**src/hdl/assert_macros.svh**
```systemverilog
// assertion macros for the rtl files
`ifndef ASSERT_MACROS_SVH
`define ASSERT_MACROS_SVH
`ifndef SYNTHESIS
// checked property, disabled while reset is asserted
`define MCL_ASSERT(lbl, clk, rst, prop) \
  lbl: assert property (@(posedge clk) disable iff (rst) prop) \
    else $error("assertion failed");
// checked property that also holds during reset
`define MCL_ASSERT_ALWAYS(lbl, clk, prop) \
  lbl: assert property (@(posedge clk) prop) else $error("assertion failed");
`else
`define MCL_ASSERT(lbl, clk, rst, prop)
`define MCL_ASSERT_ALWAYS(lbl, clk, prop)
`endif
`endif

```
**src/hdl/mclc_pkg.sv**
```systemverilog
// constants, tables and helpers of the current limit codec
package mclc_pkg;

  typedef enum logic [1:0] {
    OP_DECODE  = 2'd0,
    OP_ENCODE  = 2'd1,
    OP_MEASURE = 2'd2,
    OP_NONE    = 2'd3
  } op_t;

  localparam int unsigned CFG_PRODUCT = 0;
  localparam int unsigned CFG_OFFSET  = 1;
  localparam int unsigned CFG_SCALE   = 2;

  localparam logic [15:0] BASE_OFFSET = 16'd800;
  localparam logic [15:0] BASE_SCALE  = 16'd1875;
  localparam logic [16:0] DECODE_DUTY = 17'd600;
  localparam logic [6:0]  MAX_CODE    = 7'd95;
  localparam logic [6:0]  END_RANGE0  = 7'd31;
  localparam logic [6:0]  END_RANGE1  = 7'd63;
  localparam int unsigned DVD_W       = 34;
  localparam int unsigned DVS_W       = 18;

  localparam logic [15:0] VILIM_ROM [4][32] = '{
    '{16'd0, 16'd809, 16'd1528, 16'd2178, 16'd2776, 16'd3335, 16'd3865, 16'd4374,
      16'd4868, 16'd5352, 16'd5833, 16'd6314, 16'd6799, 16'd7292, 16'd7797, 16'd8319,
      16'd8861, 16'd9428, 16'd10025, 16'd10658, 16'd11331, 16'd12054, 16'd12833,
      16'd13679, 16'd14604, 16'd15623, 16'd16752, 16'd18014, 16'd19437, 16'd21058,
      16'd22923, 16'd25097},
    '{16'd0, 16'd1353, 16'd2592, 16'd3742, 16'd4821, 16'd5845, 16'd6826, 16'd7776,
      16'd8703, 16'd9615, 16'd10519, 16'd11423, 16'd12333, 16'd13254, 16'd14192,
      16'd15154, 16'd16146, 16'd17175, 16'd18247, 16'd19371, 16'd20555, 16'd21809,
      16'd23143, 16'd24572, 16'd26109, 16'd27772, 16'd29583, 16'd31566, 16'd33752,
      16'd36179, 16'd38894, 16'd41958},
    '{16'd0, 16'd935, 16'd1791, 16'd2585, 16'd3330, 16'd4037, 16'd4715, 16'd5371,
      16'd6011, 16'd6641, 16'd7265, 16'd7890, 16'd8518, 16'd9154, 16'd9802, 16'd10466,
      16'd11152, 16'd11862, 16'd12603, 16'd13379, 16'd14197, 16'd15063, 16'd15985,
      16'd16971, 16'd18033, 16'd19183, 16'd20434, 16'd21804, 16'd23314, 16'd24991,
      16'd26868, 16'd28986},
    '{16'd0, 16'd1124, 16'd2169, 16'd3150, 16'd4081, 16'd4970, 16'd5828, 16'd6662,
      16'd7478, 16'd8282, 16'd9081, 16'd9879, 16'd10680, 16'd11490, 16'd12313,
      16'd13153, 16'd14016, 16'd14907, 16'd15831, 16'd16793, 16'd17800, 16'd18860,
      16'd19979, 16'd21167, 16'd22434, 16'd23793, 16'd25256, 16'd26841, 16'd28567,
      16'd30457, 16'd32541, 16'd34854}
  };

  // first recommended code of each of the three ranges
  localparam logic [6:0] REC_START [4][3] = '{
    '{7'd5, 7'd55, 7'd87}, '{7'd3, 7'd54, 7'd85},
    '{7'd4, 7'd54, 7'd85}, '{7'd4, 7'd54, 7'd85}
  };

  function automatic logic [2:0] rs_num(input logic [2:0] sel);
    logic [2:0] r;
    unique case (sel)
      3'd2:    r = 3'd2;
      3'd3:    r = 3'd5;
      3'd4:    r = 3'd5;
      default: r = 3'd1;
    endcase
    return r;
  endfunction

  function automatic logic [1:0] rs_den(input logic [2:0] sel);
    logic [1:0] r;
    unique case (sel)
      3'd3:    r = 2'd3;
      3'd4:    r = 2'd2;
      default: r = 2'd1;
    endcase
    return r;
  endfunction

endpackage

```
**src/hdl/motor_current_limit_codec_unit.sv**
```systemverilog
// current limit codec: measure, decode and encode over one shared divider
//
// channel  | handshake             | payload
// in       | in_valid / in_ready   | operation, limit_code, target_ma, sense_reading, motor_duty
// out      | out_valid / out_ready | current_ma, code_out
// cfg      | cfg_we                | cfg_index, cfg_data
//
// one evaluation runs prep with the multiply, load, 34 steps of the restoring divider,
// which all evaluations share, and the compare; prep goes straight to the compare at zero duty
// measure and decode run one evaluation each, encode up to 50 evaluations
// in_ready is high only while idle; a result waits in the output register
// rst clears the sequencer, the output valid and the configuration registers
`include "assert_macros.svh"

module motor_current_limit_codec_unit (
  input  logic               clk,
  input  logic               rst,
  input  logic               in_valid,
  output logic               in_ready,
  input  logic [1:0]         operation,
  input  logic [15:0]        limit_code,
  input  logic [31:0]        target_ma,
  input  logic [15:0]        sense_reading,
  input  logic signed [15:0] motor_duty,
  output logic               out_valid,
  input  logic               out_ready,
  output logic [31:0]        current_ma,
  output logic [6:0]         code_out,
  input  logic               cfg_we,
  input  logic [1:0]         cfg_index,
  input  logic [15:0]        cfg_data
);

  typedef enum logic [2:0] {
    S_IDLE, S_PREP, S_LOAD, S_DIV, S_EVAL, S_DONE
  } state_t;

  state_t state;
  logic [2:0]  product_select;
  logic [15:0] offset_calibration;
  logic [15:0] scale_calibration;

  mclc_pkg::op_t op;
  logic [31:0] target;
  logic [15:0] m_raw;
  logic [1:0]  m_dac;
  logic [16:0] m_mag;
  logic [31:0] prod;
  logic [mclc_pkg::DVD_W-1:0] dvd;
  logic [mclc_pkg::DVS_W-1:0] rem;
  logic [mclc_pkg::DVS_W-1:0] dvs;
  logic [5:0]  cnt;
  logic [6:0]  c;
  logic [6:0]  best;
  logic [31:0] found;
  logic [31:0] res_ma;
  logic [6:0]  res_code;

  logic        known;
  logic [1:0]  p;
  logic [15:0] offset_eff;
  logic [15:0] scale_eff;
  logic [1:0]  shift;
  logic [15:0] shifted;
  logic [15:0] cur;
  logic [16:0] duty_mag;
  logic [6:0]  dec_code;
  logic [6:0]  c_next;
  logic [mclc_pkg::DVS_W:0]   rem_sh;
  logic        sub_ok;
  logic [31:0] q_sat;

  assign known      = (product_select >= 3'd1) && (product_select <= 3'd4);
  assign p          = 2'(product_select - 3'd1);
  assign offset_eff = mclc_pkg::BASE_OFFSET + offset_calibration;
  assign scale_eff  = mclc_pkg::BASE_SCALE + scale_calibration;
  assign shift      = 2'd2 - m_dac;
  assign shifted    = m_raw >> shift;
  assign cur        = (offset_eff > shifted) ? 16'd0 : shifted - offset_eff;
  assign duty_mag   = motor_duty[15] ? 17'(17'h10000 - {1'b0, motor_duty})
                                     : {1'b0, motor_duty};
  assign dec_code   = (limit_code[7:0] > {1'b0, mclc_pkg::MAX_CODE}) ? 7'd0
                                                                     : limit_code[6:0];
  assign rem_sh     = {rem, dvd[mclc_pkg::DVD_W-1]};
  assign sub_ok     = rem_sh >= {1'b0, dvs};
  assign q_sat      = (dvd[mclc_pkg::DVD_W-1:32] != '0) ? 32'hFFFF_FFFF : dvd[31:0];
  assign in_ready   = (state == S_IDLE);

  // next recommended code of the walk
  always_comb begin
    priority if (c == mclc_pkg::END_RANGE0) c_next = mclc_pkg::REC_START[p][1];
    else if (c == mclc_pkg::END_RANGE1)     c_next = mclc_pkg::REC_START[p][2];
    else                                    c_next = c + 7'd1;
  end

  always_ff @(posedge clk) begin
    if (rst) begin
      state              <= S_IDLE;
      out_valid          <= 1'b0;
      product_select     <= '0;
      offset_calibration <= '0;
      scale_calibration  <= '0;
    end else begin
      if (cfg_we) begin
        unique case (cfg_index)
          2'(mclc_pkg::CFG_PRODUCT): product_select     <= cfg_data[2:0];
          2'(mclc_pkg::CFG_OFFSET):  offset_calibration <= cfg_data;
          2'(mclc_pkg::CFG_SCALE):   scale_calibration  <= cfg_data;
          default: ;
        endcase
      end
      if (out_ready && state != S_DONE) out_valid <= 1'b0;
      unique case (state)
        S_IDLE: begin
          if (in_valid) begin
            op       <= mclc_pkg::op_t'(operation);
            target   <= target_ma;
            res_ma   <= '0;
            res_code <= '0;
            best     <= '0;
            found    <= '0;
            unique case (mclc_pkg::op_t'(operation))
              mclc_pkg::OP_MEASURE: begin
                m_raw <= sense_reading;
                m_dac <= limit_code[6:5];
                m_mag <= duty_mag;
                state <= S_PREP;
              end
              mclc_pkg::OP_DECODE: begin
                m_raw <= mclc_pkg::VILIM_ROM[p][dec_code[4:0]];
                m_dac <= dec_code[6:5];
                m_mag <= mclc_pkg::DECODE_DUTY;
                state <= known ? S_PREP : S_DONE;
              end
              mclc_pkg::OP_ENCODE: begin
                // code 0 always decodes to zero, so the walk starts after it
                c     <= mclc_pkg::REC_START[p][0];
                m_raw <= mclc_pkg::VILIM_ROM[p][mclc_pkg::REC_START[p][0][4:0]];
                m_dac <= mclc_pkg::REC_START[p][0][6:5];
                m_mag <= mclc_pkg::DECODE_DUTY;
                state <= known ? S_PREP : S_DONE;
              end
              default: state <= S_DONE;
            endcase
          end
        end
        S_PREP: begin
          if (m_mag == '0) begin
            dvd   <= '0;
            state <= S_EVAL;
          end else begin
            prod  <= cur * scale_eff;
            state <= S_LOAD;
          end
        end
        S_LOAD: begin
          dvd   <= {2'b0, prod} * mclc_pkg::DVD_W'(mclc_pkg::rs_den(product_select));
          dvs   <= mclc_pkg::DVS_W'(m_mag) * mclc_pkg::DVS_W'(mclc_pkg::rs_num(product_select));
          rem   <= '0;
          cnt   <= 6'(mclc_pkg::DVD_W - 1);
          state <= S_DIV;
        end
        S_DIV: begin
          rem   <= sub_ok ? mclc_pkg::DVS_W'(rem_sh - {1'b0, dvs})
                          : rem_sh[mclc_pkg::DVS_W-1:0];
          dvd   <= {dvd[mclc_pkg::DVD_W-2:0], sub_ok};
          cnt   <= cnt - 6'd1;
          if (cnt == '0) state <= S_EVAL;
        end
        S_EVAL: begin
          if (op != mclc_pkg::OP_ENCODE) begin
            res_ma <= q_sat;
            state  <= S_DONE;
          end else if (q_sat > target) begin
            res_code <= best;
            state    <= S_DONE;
          end else begin
            if (q_sat > found) begin
              best  <= c;
              found <= q_sat;
            end
            if (c == mclc_pkg::MAX_CODE) begin
              res_code <= (q_sat > found) ? c : best;
              state    <= S_DONE;
            end else begin
              c     <= c_next;
              m_raw <= mclc_pkg::VILIM_ROM[p][c_next[4:0]];
              m_dac <= c_next[6:5];
              state <= S_PREP;
            end
          end
        end
        S_DONE: begin
          if (!out_valid || out_ready) begin
            current_ma <= res_ma;
            code_out   <= res_code;
            out_valid  <= 1'b1;
            state      <= S_IDLE;
          end
        end
        default: state <= S_IDLE;
      endcase
    end
  end

  `MCL_ASSERT(a_busy_after_accept, clk, rst, in_valid && in_ready |=> !in_ready)
  `MCL_ASSERT(a_div_nonzero, clk, rst, state == S_DIV |-> dvs != '0)
  `MCL_ASSERT(a_one_field, clk, rst, out_valid && code_out != '0 |-> current_ma == '0)
  `MCL_ASSERT(a_code_range, clk, rst, out_valid |-> code_out <= mclc_pkg::MAX_CODE)

endmodule

```
**config.mk**
```make
export PLATFORM = sky130hd
export DESIGN_NAME = motor_current_limit_codec_unit
export DESIGN_NICKNAME = d
export VERILOG_FILES = /design/src/hdl/mclc_pkg.sv /design/src/hdl/motor_current_limit_codec_unit.sv
export VERILOG_INCLUDE_DIRS = /design/src /design/src/hdl
export SDC_FILE = /design/constraint.sdc
export NUM_CORES = 2
export LEC_CHECK = 0
export BUFFER_PORTS_ARGS = -buffer_cell sky130_fd_sc_hd__buf_4
export CAP_MARGIN = 30
export CORE_MARGIN = 10
export CORE_UTILIZATION = 55
export DETAILED_ROUTE_END_ITERATION = 8
export MAX_ROUTING_LAYER = met4
export PLACE_DENSITY = 0.72
export SLEW_MARGIN = 40
export SYNTH_ARGS = -nofsm -noshare
export SYNTH_HDL_FRONTEND = slang
export SYNTH_SLANG_ARGS = --single-unit
```
**constraint.sdc**
```tcl
create_clock -name clk -period 13.2 [get_ports clk]
set_input_delay 1.32 -clock clk [delete_from_list [all_inputs] [get_ports clk]]
set_output_delay 1.32 -clock clk [all_outputs]
set_load 0.005 [all_outputs]
```
# After elaboration in Yosys (flattened, before gate mapping)
# Index checks and enable logic that the tools add are counted.
classes:
  addsub: 9
  mul: 3
  n_lt_le_gt_ge: 11
  eq_ne: 29
  shifts: 1
  muxes: 80
  bitwise: 6
  n_reduce_logical: 33
ops:
  columns: ["operator", "n"]
  rows:
  - ["$bmux W512 S2", 1]
  - ["$mux W512", 2]
  - ["$bmux W16 S5", 3]
  - ["$mux W32", 6]
  - ["$mux W16", 11]
  - ["$pmux W32 S2", 2]
  - ["$mux W7", 15]
  - ["$pmux W34 S3", 1]
  - ["$gt A32 B32 Y1", 2]
  - ["$pmux W16 S3", 1]
  - ["$bmux W21 S2", 1]
  - ["$mux W21", 2]
  - ["$pmux W7 S2", 3]
  - ["$pmux W18 S2", 1]
  - ["$mul A32 B2 Y34", 1]
  - ["$mux W34", 1]
  - ["$pmux W17 S2", 1]
  - ["$mul A16 B16 Y32", 1]
  - ["$pmux W16 S2", 1]
  - ["$mux W3", 10]
  - ["$ge A19 B18 Y1", 1]
  - ["$ge A6 B6 Y1 const B", 3]
  - ["$mul A17 B3 Y18", 1]
  - ["$mux W18", 1]
  - ["other kinds (54)", 100]
totals:
  regBits: 340
  in_bits: 105
  out_inout_bits: 41
  wordCells: 194

# Longest topological paths before layout
depth:
  word_depth: 15
  ltp_mapped: 40
  depth_no_buf: 36

# Least setup slack after synthesis
# OpenSTA, ideal clock, no wires.
synth_path:
  path_type: "register to register"
  from: "reg m_dac[0]"
  to: "reg prod[31], data pin"
  setup_ns: 0.260
  arrival_ns: 9.218
  required_ns: 12.940
  slack_ns: 3.722
  path_stages_with_launch: 39
  n_path_buf: 4
  synth_period_minus_slack_ns: 9.478
  cell_sequence: "edfxtp_1 > clkbuf_1 > mux4_2 > inv_1 > ha_1 > inv_1 > fa_1 > a21o_1 > a21o_1 > a2111oi_4 > o31ai_2 > a211oi_2 > nor2_1 > o31a_1 > buf_2 > buf_6 > buf_6 > nand2_2 > [3 not listed] > fa_1 > fa_1 > fa_1 > inv_1 > fa_1 > inv_1 > fa_1 > inv_1 > ha_1 > a211oi_1 > o21ai_0 > a32oi_1 > o211a_1 > o31ai_1 > or4b_1 > a31o_2 > a21oi_1 > xnor2_1"
synth_via:
  elab_chain_len: 5
  elab_cells_between_ends: 6
  classes_between: "add/sub: 2; mul: 1; order compare: 1; shift: 1; mux: 1"
synth_rtl:
  columns: ["item", "line_no", "source"]
  rows:
  - ["start: declaration", "motor_current_limit_codec_unit.sv:46", "logic [1:0] m_dac;"]
  - ["start signal: assignment", "motor_current_limit_codec_unit.sv:125", "m_dac <= limit_code[6:5];"]
  - ["start signal: assignment", "motor_current_limit_codec_unit.sv:131", "m_dac <= dec_code[6:5];"]
  - ["start signal: assignment", "motor_current_limit_codec_unit.sv:139", "m_dac <= mclc_pkg::REC_START[p][0][6:5];"]
  - ["$sub A2 B2 Y2 (*)", "motor_current_limit_codec_unit.sv:77", "assign shift = 2'd2 - m_dac;"]
  - ["$shr A16 B2 Y16 (*)", "motor_current_limit_codec_unit.sv:78", "assign shifted = m_raw >> shift;"]
  - ["$sub A16 B16 Y16 or $gt A16 B16 Y1 (tied branches)", "motor_current_limit_codec_unit.sv:79", "assign cur = (offset_eff > shifted) ? 16'd0 : shifted - offset_eff;"]
  - ["$mux W16 (*)", "motor_current_limit_codec_unit.sv:79", null]
  - ["$mul A16 B16 Y32 (*)", "motor_current_limit_codec_unit.sv:152", "prod <= cur * scale_eff;"]
  - ["end signal: assignment", "motor_current_limit_codec_unit.sv:152", null]
  - ["end: declaration", "motor_current_limit_codec_unit.sv:48", "logic [31:0] prod;"]
# Mark *: on every way between the ends. The rest lies on a longest branch, timed or not.
# A chain may end at the register's enable or synchronous reset.

# Final worst setup path
layout_path:
  from: "reg m_dac[1]"
  to: "reg prod[31], data pin"
# Same word-level chain as after synthesis.

==> results.sh <==
export IMPL_status="completed"
export IMPL_cts_setup_buffers=0
export IMPL_cts_resized=0
export IMPL_synth_edff_count=301
export IMPL_r2r_end="prod[31]"
export IMPL_worst_path_stages=35
export IMPL_startpoint_type="flip-flop"
export IMPL_r2r_start="m_dac[1]"
export IMPL_vias_per_cell=6.24
export IMPL_num_rows=91
export IMPL_core_area_um2=61800
export IMPL_ys_flop_type="edfxtp_1"
export IMPL_hold_buffers=0
export IMPL_clk_path_buf_depth=3
export IMPL_worstMarginPinSlew_ns=0.892
export IMPL_slowest_delay_ns=0.80
export IMPL_layout_drive_gt1_share_pct=9.17
export IMPL_min_path_cells=0
export IMPL_ios=146
export IMPL_fmax_ghz=0.0996
export IMPL_path_max_fanout=30
export IMPL_path_class="reg2reg"
export IMPL_path_clk_slew_ns=0.06
export IMPL_drt_pass1_iter_count=7
export IMPL_first_global_vias=29400
export IMPL_ys_seq_area_share_pct=28.6
export IMPL_grt_overflow=0
export IMPL_worst_path_buf_inv=7
export IMPL_cp_slowest_cell="edfxtp_1"
export IMPL_die_h_um=270
export IMPL_finalHoldViolCount=0
export IMPL_rsz0062_at_grt="no"
export IMPL_crit_top_cell="fa_1"
export IMPL_synth_area_top_cells="edfxtp_1 (26%), fa_1 (12%), ha_1 (9.8%)"
export IMPL_arrival_ns=10.35
export IMPL_die_w_um=270
export IMPL_maxCapViolCount=0
export IMPL_numClockSinks=340
export IMPL_antenna_found_initial=0
export IMPL_numCtsBuffers=40
export IMPL_avgSynthCellArea_um2=8.64
export IMPL_hp_start="res_ma[20]"
export IMPL_clk_latency_ns=0.58
export IMPL_dp_final_hpwl_mm=77.8
export IMPL_start_util_pct=55.6
export IMPL_drc=0
export IMPL_htreeDepth=2
export IMPL_vias=30200
export IMPL_ys_warn_count=0
export IMPL_finalWirelength_mm=107
export IMPL_slew_viol_final=0
export IMPL_slew_headroom_pct=39.9
export IMPL_layout_common_cells="nand2_1 (463), inv_1 (405), nor2_1 (359), edfxtp_1 (301), ha_1 (269)"
export IMPL_synth_async_sr_flop_share_pct=0
export IMPL_drt_iter0_drc=3360
export IMPL_finalSetupViolCount=0
export IMPL_crit_path_end_kind="flip-flop"
export IMPL_synthesis_area_um2=34400
export IMPL_ant_nets=0
export IMPL_fillers=5525
export IMPL_root_buffer="clkbuf_16"
export IMPL_finClkSkew_ns=0.0191
export IMPL_place_ws_ns=2.83
export IMPL_rr_worst_depth=35
export IMPL_grt_max_degree=60
export IMPL_antenna_cells=0
export IMPL_final_common_cell="nand2_1"
export IMPL_path_delay_family="adder cells"
export IMPL_cts_tree="yes"
export IMPL_post_drt_wl_per_cell_um=22.1
export IMPL_synth_seq_cells=340
export IMPL_synth_top_cell_by_area="edfxtp_1"
export IMPL_place_congestion=1.05
export IMPL_finalCritPeriodShare_pct=76.1
export IMPL_synth_nets=4567
export IMPL_hold_end="current_ma[20]"
export IMPL_tns_ns=0
export IMPL_die_area_um2=72900
export IMPL_timing_final_ws_setup_ns=3.16
export IMPL_ys_types=94
export IMPL_netlist_instances=3979
export IMPL_grt_pass1_wl_mm=168
export IMPL_reg2reg_slack_ns=3.16
export IMPL_fin_nets=4569
export IMPL_worstPathRequired_ns=13.51
export IMPL_grt_use_total_pct=29.5
export IMPL_area_growth_synth_to_final_pct=9.00
export IMPL_netlist_area_leader_share_pct=26.3
export IMPL_hold_path_class="reg2reg"
export IMPL_port_buffer_count=137
export IMPL_period_minus_slack_ns=10.04
==> worst max path at each step <==
| stage | startpoint | endpoint | slack, ns |
|---|---|---|---|
| global placement | m_dac[0] | prod[31] | 2.97 |
| detailed placement | m_dac[0] | prod[31] | 2.83 |
| floorplan | m_dac[0] | prod[31] | 3.72 |
| global route | m_dac[1] | prod[31] | 2.61 |
| finish | m_dac[1] | prod[31] | 3.16 |
| CTS | m_dac[0] | prod[31] | 2.80 |
==> cell usage after synthesis, types with 10 or more instances <==
cell type / number
clkbuf_1: 188
a21o_1: 51
o21ai_0: 222
nor3_1: 74
a31oi_1: 52
o221ai_1: 14
nand2b_1: 29
fa_1: 213
or3_1: 45
o22ai_1: 25
o211ai_1: 51
a211oi_1: 38
o41ai_1: 10
nand2_1: 465
a311oi_1: 15
nand3_1: 77
nand4_1: 28
a2111oi_0: 14
mux4_2: 14
o2111ai_1: 13
a21boi_0: 11
nor4_1: 17
and2_1: 91
mux2i_1: 31
or2_2: 16
o31ai_1: 24
buf_2: 33
buf_1: 15
a221oi_1: 24
o21bai_1: 14
and3_1: 56
xor2_1: 63
o21a_1: 27
ha_1: 270
edfxtp_1: 301
dfxtp_1: 39
inv_1: 407
o311ai_0: 10
a21oi_1: 262
a22oi_1: 15
nor2b_1: 27
xnor2_1: 83
nor2_1: 364
==> cell type report <==
type / count / area [µm²] / share of cell area [%]
clock buffers: 46 / 1050 / 2.81
clock inverters: 27 / 233 / 0.621
inverters: 411 / 1540 / 4.12
multi-input cells: 2983 / 22200 / 59.3
flip-flops and latches: 340 / 9820 / 26.2
well taps: 837 / 1050 / 2.79
repair buffers: 205 / 1560 / 4.16
==> through the flow <==
step,std cells,area [µm²],hold slack (ns),util [%]
after detailed placement,4773,36100,0.405,58.4
after global placement,4771,36000,0.401,58.3
after global routing,4849,37500,0.421,60.6
final,4849,37500,0.415,60.6
after floorplan,3979,34400,0.400,-
after CTS,4846,37400,0.417,60.5
==> flip-flops by register name, indices dropped and copies added (netlist names), 6 cells and up <==
signal              count
target                 32
m_mag                  17
res_ma                 32
rem                    18
dvs                    18
cnt                     6
m_raw                  16
prod                   32
res_code                7
dvd                    34
code_out                7
found                  32
current_ma             32
best                    7
scale_calibration      16
offset_calibration     16
c                       7
==> worst register-to-register path, delay by kind of cell (launching register included) <==
| kind | cells | cell delay (ns) |
|---|---|---|
| AOI/OAI and AO/OA | 13 | 2.82 |
| buffers and inverters | 7 | 0.57 |
| muxes | 1 | 0.41 |
| xor gates and xnor gates | 1 | 0.09 |
| adders and majority gates | 9 | 4.02 |
| and+or+nand+nor | 4 | 1.09 |
| DFF | 1 | 0.80 |
==> per-layer routing <==
metal  track usage, %  part of all wire, %  vias up
li1                 -                    -    14000
met1             39.1                   42    14300
met2             43.3                   44     1658
met3             6.84                   11      310
met4             11.4                  4.0        0
met5                -                    0        -
==> kinds of logic after synthesis <==
family                   count (synthesis)  synth area share (%)
other                                    1                0.0109
adder cells (fa/ha/maj)                483                  22.2
XOR/XNOR                               146                  3.72
AO/OA/AOI/OAI                          974                  18.3
multiplexers                            49                  1.95
buffers and inverters                  656                  7.41
AND/OR/NAND/NOR                       1330                  17.8
flip-flops                             340                  28.6
Power is not shown: default switching activity piles up to over one toggle a cycle in this logic, so the estimate is an artifact.
